<file path="config.mk">
export PLATFORM = sky130hd
export DESIGN_NAME = fifo_queue_with_positional_remove
export DESIGN_NICKNAME = d
export VERILOG_FILES = /design/src/sv/fqr_pkg.sv /design/src/sv/fqr_cell.sv /design/src/sv/fqr_ctrl.sv /design/src/sv/fifo_queue_with_positional_remove.sv
export SDC_FILE = /design/constraint.sdc
export NUM_CORES = 1
export LEC_CHECK = 0
export ABC_AREA = 0
export BUFFER_PORTS_ARGS = -buffer_cell sky130_fd_sc_hd__buf_2
export CAP_MARGIN = 10
export CORE_MARGIN = 4
export CORE_UTILIZATION = 59
export CTS_BUF_LIST = sky130_fd_sc_hd__clkbuf_4 sky130_fd_sc_hd__clkbuf_8
export CTS_CLUSTER_SIZE = 10
export DETAILED_ROUTE_END_ITERATION = 8
export PLACE_DENSITY_LB_ADDON = 0.15
export RECOVER_POWER = 50
export SKIP_CTS_REPAIR_TIMING = 1
export SYNTH_ARGS = -nofsm -noshare
export SYNTH_HDL_FRONTEND = slang
export SYNTH_SLANG_ARGS = --single-unit
</file>
<file path="constraint.sdc">
create_clock -name clk -period 7.2 [get_ports clk]
set_input_delay 1.08 -clock clk [delete_from_list [all_inputs] [get_ports clk]]
set_output_delay 1.08 -clock clk [all_outputs]
set_load 0.01 [all_outputs]
</file>
<file path="src/sv/fqr_pkg.sv">
package fqr_pkg;

  localparam int DEPTH_DEF = 16;
  localparam int DATA_W    = 32;
  localparam int POS_W     = 4;
  localparam int OP_W      = 2;
  localparam int STAT_W    = 2;

  typedef enum logic [OP_W-1:0] {
    OP_ENQ   = 2'd0,
    OP_DEQ   = 2'd1,
    OP_DISC  = 2'd2,
    OP_QUERY = 2'd3
  } op_t;

  typedef enum logic [STAT_W-1:0] {
    ST_OK    = 2'd0,
    ST_FULL  = 2'd1,
    ST_EMPTY = 2'd2,
    ST_RANGE = 2'd3
  } status_t;

  // Per-cell update control: load takes the request value, shift takes the
  // right-hand neighbor's value.
  typedef struct packed {
    logic load;
    logic shift;
  } cell_ctl_t;

endpackage

</file>
<file path="src/sv/fqr_cell.sv">
module fqr_cell
  import fqr_pkg::*;
(
  input  logic                     clk,
  input  cell_ctl_t                ctl,
  input  logic signed [DATA_W-1:0] load_value,
  input  logic signed [DATA_W-1:0] right_value,
  output logic signed [DATA_W-1:0] value,
  output logic signed [DATA_W-1:0] value_nxt
);

  logic signed [DATA_W-1:0] value_r;

  always_comb begin
    priority if (ctl.shift) begin
      value_nxt = right_value;
    end else if (ctl.load) begin
      value_nxt = load_value;
    end else begin
      value_nxt = value_r;
    end
  end

  always_ff @(posedge clk) begin
    value_r <= value_nxt;
  end

  assign value = value_r;

endmodule

</file>
<file path="src/sv/fqr_ctrl.sv">
module fqr_ctrl
  import fqr_pkg::*;
#(
  parameter int DEPTH = DEPTH_DEF,
  parameter int CNT_W = $clog2(DEPTH + 1)
) (
  input  logic             clk,
  input  logic             rst_n,
  input  logic             accept,
  input  logic [OP_W-1:0]  operation,
  input  logic [POS_W-1:0] position,
  output logic [CNT_W-1:0] count_nxt,
  output status_t          status,
  output cell_ctl_t        cell_ctl [DEPTH]
);

  localparam int CMP_W = (CNT_W > POS_W) ? CNT_W : POS_W;

  logic [CNT_W-1:0] count_r;
  logic [CMP_W-1:0] cnt_x;
  logic [CMP_W-1:0] rm_pos;
  op_t              op;
  logic             enq_ok;
  logic             rm_ok;

  assign op    = op_t'(operation);
  assign cnt_x = CMP_W'(count_r);

  always_comb begin
    enq_ok = 1'b0;
    rm_ok  = 1'b0;
    rm_pos = '0;
    status = ST_OK;
    unique case (op)
      OP_ENQ: begin
        if (cnt_x == CMP_W'(DEPTH)) begin
          status = ST_FULL;
        end else begin
          enq_ok = 1'b1;
        end
      end
      OP_DEQ: begin
        if (count_r == '0) begin
          status = ST_EMPTY;
        end else begin
          rm_ok = 1'b1;
        end
      end
      OP_DISC: begin
        rm_pos = CMP_W'(position);
        priority if (count_r == '0) begin
          status = ST_EMPTY;
        end else if (rm_pos >= cnt_x) begin
          status = ST_RANGE;
        end else begin
          rm_ok = 1'b1;
        end
      end
      OP_QUERY: begin
        status = ST_OK;
      end
      default: begin
        status = ST_OK;
      end
    endcase
  end

  always_comb begin
    priority if (accept && enq_ok) begin
      count_nxt = count_r + CNT_W'(1);
    end else if (accept && rm_ok) begin
      count_nxt = count_r - CNT_W'(1);
    end else begin
      count_nxt = count_r;
    end
  end

  // Every cell at or after the removed slot pulls from its neighbor; the new
  // tail cell loads on an enqueue.
  always_comb begin
    for (int i = 0; i < DEPTH; i++) begin
      cell_ctl[i].shift = accept && rm_ok && (CMP_W'(i) >= rm_pos);
      cell_ctl[i].load  = accept && enq_ok && (CMP_W'(i) == cnt_x);
    end
  end

  always_ff @(posedge clk) begin
    if (!rst_n) begin
      count_r <= '0;
    end else begin
      count_r <= count_nxt;
    end
  end

endmodule

</file>
<file path="src/sv/fifo_queue_with_positional_remove.sv">
// Channel | Handshake          | Payload
// in      | in_valid/in_ready  | in_operation, in_value, in_position
// out     | out_valid/out_ready| out_head_value, out_head_valid, out_entry_count,
//         |                    | out_status
//
// Each request is applied to the cell chain in the cycle it is accepted,
// and its result appears registered on the next cycle: one request per cycle unless stalled.
// The single output register is refilled in the same cycle it is drained.
// Reset empties the queue and the output register; cell contents are not reset.
// While a result waits on out_ready, no new request is taken.
module fifo_queue_with_positional_remove
  import fqr_pkg::*;
#(
  parameter int DEPTH = DEPTH_DEF,
  parameter int CNT_W = $clog2(DEPTH + 1)
) (
  input  logic                     clk,
  input  logic                     rst_n,
  input  logic                     in_valid,
  output logic                     in_ready,
  input  logic [OP_W-1:0]          in_operation,
  input  logic signed [DATA_W-1:0] in_value,
  input  logic [POS_W-1:0]         in_position,
  output logic                     out_valid,
  input  logic                     out_ready,
  output logic signed [DATA_W-1:0] out_head_value,
  output logic                     out_head_valid,
  output logic [CNT_W-1:0]         out_entry_count,
  output logic [STAT_W-1:0]        out_status
);

  logic                     accept;
  logic [CNT_W-1:0]         count_nxt;
  status_t                  status;
  cell_ctl_t                cell_ctl [DEPTH];
  logic signed [DATA_W-1:0] cell_value [DEPTH];
  logic signed [DATA_W-1:0] cell_value_nxt [DEPTH];

  logic                     out_valid_r;
  logic signed [DATA_W-1:0] out_head_value_r;
  logic                     out_head_valid_r;
  logic [CNT_W-1:0]         out_entry_count_r;
  logic [STAT_W-1:0]        out_status_r;

  assign in_ready = !out_valid_r || out_ready;
  assign accept   = in_valid && in_ready;

  fqr_ctrl #(
    .DEPTH (DEPTH),
    .CNT_W (CNT_W)
  ) u_ctrl (
    .clk       (clk),
    .rst_n     (rst_n),
    .accept    (accept),
    .operation (in_operation),
    .position  (in_position),
    .count_nxt (count_nxt),
    .status    (status),
    .cell_ctl  (cell_ctl)
  );

  for (genvar i = 0; i < DEPTH; i++) begin : g_cell
    logic signed [DATA_W-1:0] right_value;
    if (i == DEPTH - 1) begin : g_last
      assign right_value = cell_value[i];
    end else begin : g_mid
      assign right_value = cell_value[i+1];
    end

    fqr_cell u_cell (
      .clk         (clk),
      .ctl         (cell_ctl[i]),
      .load_value  (in_value),
      .right_value (right_value),
      .value       (cell_value[i]),
      .value_nxt   (cell_value_nxt[i])
    );
  end

  always_ff @(posedge clk) begin
    if (!rst_n) begin
      out_valid_r <= 1'b0;
    end else if (accept) begin
      out_valid_r <= 1'b1;
    end else if (out_ready) begin
      out_valid_r <= 1'b0;
    end
  end

  always_ff @(posedge clk) begin
    if (accept) begin
      out_head_valid_r  <= (count_nxt != '0);
      out_head_value_r  <= (count_nxt != '0) ? cell_value_nxt[0] : '0;
      out_entry_count_r <= count_nxt;
      out_status_r      <= status;
    end
  end

  assign out_valid       = out_valid_r;
  assign out_head_value  = out_head_value_r;
  assign out_head_valid  = out_head_valid_r;
  assign out_entry_count = out_entry_count_r;
  assign out_status      = out_status_r;

endmodule

</file>
==> impl_metrics.csv <==
group,metric,value,unit
global_route,antenna_found_initial,0,
hold_path,min_from,"g_cell[1].u_cell.value[19]",
clock_network,cts_inserted_buffers,90,
clock_network,cts_tree,"done",
setup_path,worst_r2r_endpoint,"g_cell[2].u_cell.value[31]",
synthesis,ys_warn_count,0,
timing,max_freq,180,MHz
routing,dr.pass1.iters,5,
outcome,status,"finished, violations left",
global_route,met2_usage,35.0,%
floorplanning,die_w,209,um
cells_and_area,fin_util,66.7,%
synthesis,synth.avg_cell_area,17.3,sq um
floorplanning,dieArea,43700,sq um
power_and_ir_drop,leakagePower,0.00888,uW
place,gp_congestion,0.795,
timing,worst_slew_pin_slew,2.98,ns
hold_path,hold_class,"reg -> reg",
clock_network,htreeDepth,3,
setup_path,cp.required,7.57,ns
cells_and_area,antenna_cells,0,
routing,dr_total_vias,12124,
synthesis,yosysSeqAreaShare,68.7,%
place,portBuffers,83,
job,cap_violations,5,
floorplanning,die_y,209,um
floorplanning,row_count,73,
synthesis,synth.ff_latch_count,558,
cells_and_area,area_delta_synth_final,11.3,%
timing,setup_viol,0,
floorplanning,initial_core_util,59.9,%
setup_path,end_kind,"flip-flop",
power_and_ir_drop,cellPowerDensity,260,nW/um^2
cells_and_area,drive_above_1_share,44.2,%
synthesis,synth_nets,1434,
routing,via_per_inst,5.82,
setup_path,crit_chain,"clkbuf_1, inv_1, ha_1, nand2b_1, a2111oi_0, o31a_1, clkbuf_1, o21ai_4, clkbuf_1, mux2_2",
synthesis,synthArstFlopShare,0,%
timing,fin_crit_sh,77.3,%
hold_path,whs_endpoint,"g_cell[0].u_cell.value[19]",
global_route,globalRouteOverflowTotal,0,
global_route,globalRouteMet1Util,30.4,%
floorplanning,floorplan.io_pins,84,
setup_path,cp_slowest_stage_delay,1.46,ns
routing,drc_errors,0,
setup_path,cp_max_fo,23,
setup_path,cp_common_cell,"clkbuf_1",
global_route,grt_use_total,21.7,%
clock_network,clk_pin_slew_worst_paths,0.06,ns
setup_path,arrival,5.94,ns
global_route,grt_pass1_wl,73400,um
setup_path,cp_num_buf_inv,4,
setup_path,cp-startpoint,"in_position[0]",
global_route,grt_max_degree,65,
timing,rsz0062_at_grt,"no",
global_route,grt_pass1_vias,12420,
global_route,top_usage_layer,"met2",
outcome,violations,"max-capacitance violations, max-slew violations",
hold_path,hold_depth,2,
routing,drtIter0Drc,775,
clock_network,clock_sinks,558,
timing,fin_skew,0.0254,ns
timing,drv_slew,159,
setup_path,start_kind,"primary input",
setup_path,crit_family,"compound AO/OA/AOI/OAI gates",
timing,setup_tns,0,ns
routing,antenna_left,0,
setup_path,r2r_slack,1.95,ns
floorplanning,core_area,39800,sq um
synthesis,syn_inst,1378,
power_and_ir_drop,worst_ir_drop_vdd,213,uV
clock_network,clk_path_buf_depth,3,
timing,max_slew_margin,-98.9,%
synthesis,yosys_most_used_dff,"edfxtp_1",
timing,report.final.hold_viol_count,0,
setup_path,worstSetupPathType,"in -> reg",
place,place_hpwl,27200,um
synthesis,synth_edf_count,520,
cells_and_area,finalNetCount,1542,
clock_network,root_buffer,"clkbuf_8",
timing,min_period,5.56,ns
clock_network,clk_latency,0.64,ns
synthesis,ys_types,52,
setup_path,crit_slowest_cell,"a2111oi_0",
global_route,grt_use_met3,4.55,%
setup_path,r2r_cells,8,
synthesis,syn_area,23800,sq um
routing,finalWirelength,47100,um
setup_path,r2r_start,"u_ctrl.cnt_x[0]",
routing,wl_per_cell,22.6,um
layout make-up:
type,instances,area [sq um]
sequential,558,16400
fill,2823,13300
multi-input combinational,709,7120
tap,525,657
clock inverter,21,111
inverter,13,48.8
clock buffer,143,1690
timing repair buffer,114,551
metrics by stage:
stage          cells  instance area, sq um  power (uW)  worst slack (ns)  hold slack [ns]
5_1_grt         2083                 26600        7170              1.24            0.548
2_1_floorplan   1378                 23800        4130              2.71            0.491
6_report        2083                 26600        6900              1.64            0.534
3_3_place_gp    1917                 24900        4270              2.24            0.510
3_5_place_dp    1917                 24900        4290              2.09            0.528
4_1_cts         2081                 26700        6980              2.75            0.527
layout by cell type (no fill, tap or decap), types with 3 or more instances in the layout:
cell type / count
mux2i_1: 32
clkbuf_4: 45
clkbuf_8: 98
ha_1: 14
o21ai_4: 20
nand3_1: 7
a211oi_1: 3
and3_1: 4
buf_4: 26
clkinvlp_4: 3
clkbuf_1: 80
nand2_1: 12
a21boi_2: 20
a21boi_1: 9
mux2_2: 446
and2_1: 3
dfxtp_1: 38
nor2_1: 41
nor2_4: 3
clkinv_1: 12
a21oi_1: 37
edfxtp_1: 520
a21boi_0: 4
inv_1: 12
o21a_1: 3
o21ai_0: 6
nand2_2: 4
nor3_1: 8
clkinv_2: 5
buf_2: 7
how the worst max path moves through the flow:
stage / endpoint / slack, ns / depth (start not counted)
after floorplan: g_cell[10].u_cell.value[0] / 2.71 / 6
after global placement: out_head_value[1] / 2.24 / 10
after detailed placement: out_head_value[1] / 2.09 / 10
after CTS: out_head_value[1] / 2.75 / 10
after global routing: g_cell[2].u_cell.value[9] / 1.24 / 10
final: g_cell[2].u_cell.value[31] / 1.64 / 10
worst reg2reg max path, cell delays in order, from the launching register on:
cell       delay, ns
dfxtp_1         0.50
ha_1            0.29
nand2b_1        0.14
a2111oi_0       1.46
o31a_1          0.74
clkbuf_1        0.49
o21ai_4         0.25
clkbuf_1        0.63
mux2_2          0.51
state kept, by name (all words and copies together), names as in the netlist:
name,flops
out_valid,1
u_ctrl.cnt_x,5
out_head_valid,1
out_entry_count,5
g_cell.u_cell.value,512
out_status,2
out_head_value,32
synth_stat cells (2+ instances only):
library cell	count	area share, %
a21boi_2	20	0.94
a21oi_1	37	0.78
nand2_2	4	0.10
buf_4	24	0.76
o21a_1	3	0.094
a211oi_1	3	0.094
mux2_2	448	21
inv_1	12	0.19
buf_2	24	0.50
buf_1	32	0.50
nand3_1	7	0.15
a21boi_0	4	0.13
nand4_1	2	0.052
ha_1	14	0.73
or2_2	2	0.052
dfxtp_1	38	3.2
xnor2_1	2	0.073
o21ai_2	10	0.37
o21ai_0	16	0.34
nor2_1	44	0.69
and3_1	4	0.10
and2_1	5	0.13
nor3_1	8	0.17
nor2b_1	2	0.052
mux2i_1	32	1.3
clkbuf_1	12	0.19
buf_6	6	0.28
edfxtp_1	520	65
a21boi_1	9	0.28
nand2_1	12	0.19
per-layer routing:
metal / vias to the layer above / routed length [um]
met3: 71 / 2490
li1: 5541 / -
met2: 279 / 22600
met4: 0 / 931
met5: - / 0
met1: 6233 / 21000
where the power goes:
part / leakage (uW) / internal, uW / switching [uW]
sequential: 0.00504 / 3680 / 32.8
clock: 0.000961 / 1490 / 1200
combinational: 0.00288 / 228 / 272
cells by family (layout without fill, tap and decap cells):
kind of cell	after synthesis	after routing	synth area share, %
adders and majority gates	14	14	0.734
xor gates and xnor gates	2	2	0.0735
AOI/OAI and AO/OA	116	116	3.64
buffers and inverters	111	291	2.44
muxes	480	480	22.5
DFF	558	558	68.7
and+or+nand+nor	97	97	1.95
(Power assumes the default switching activity.)
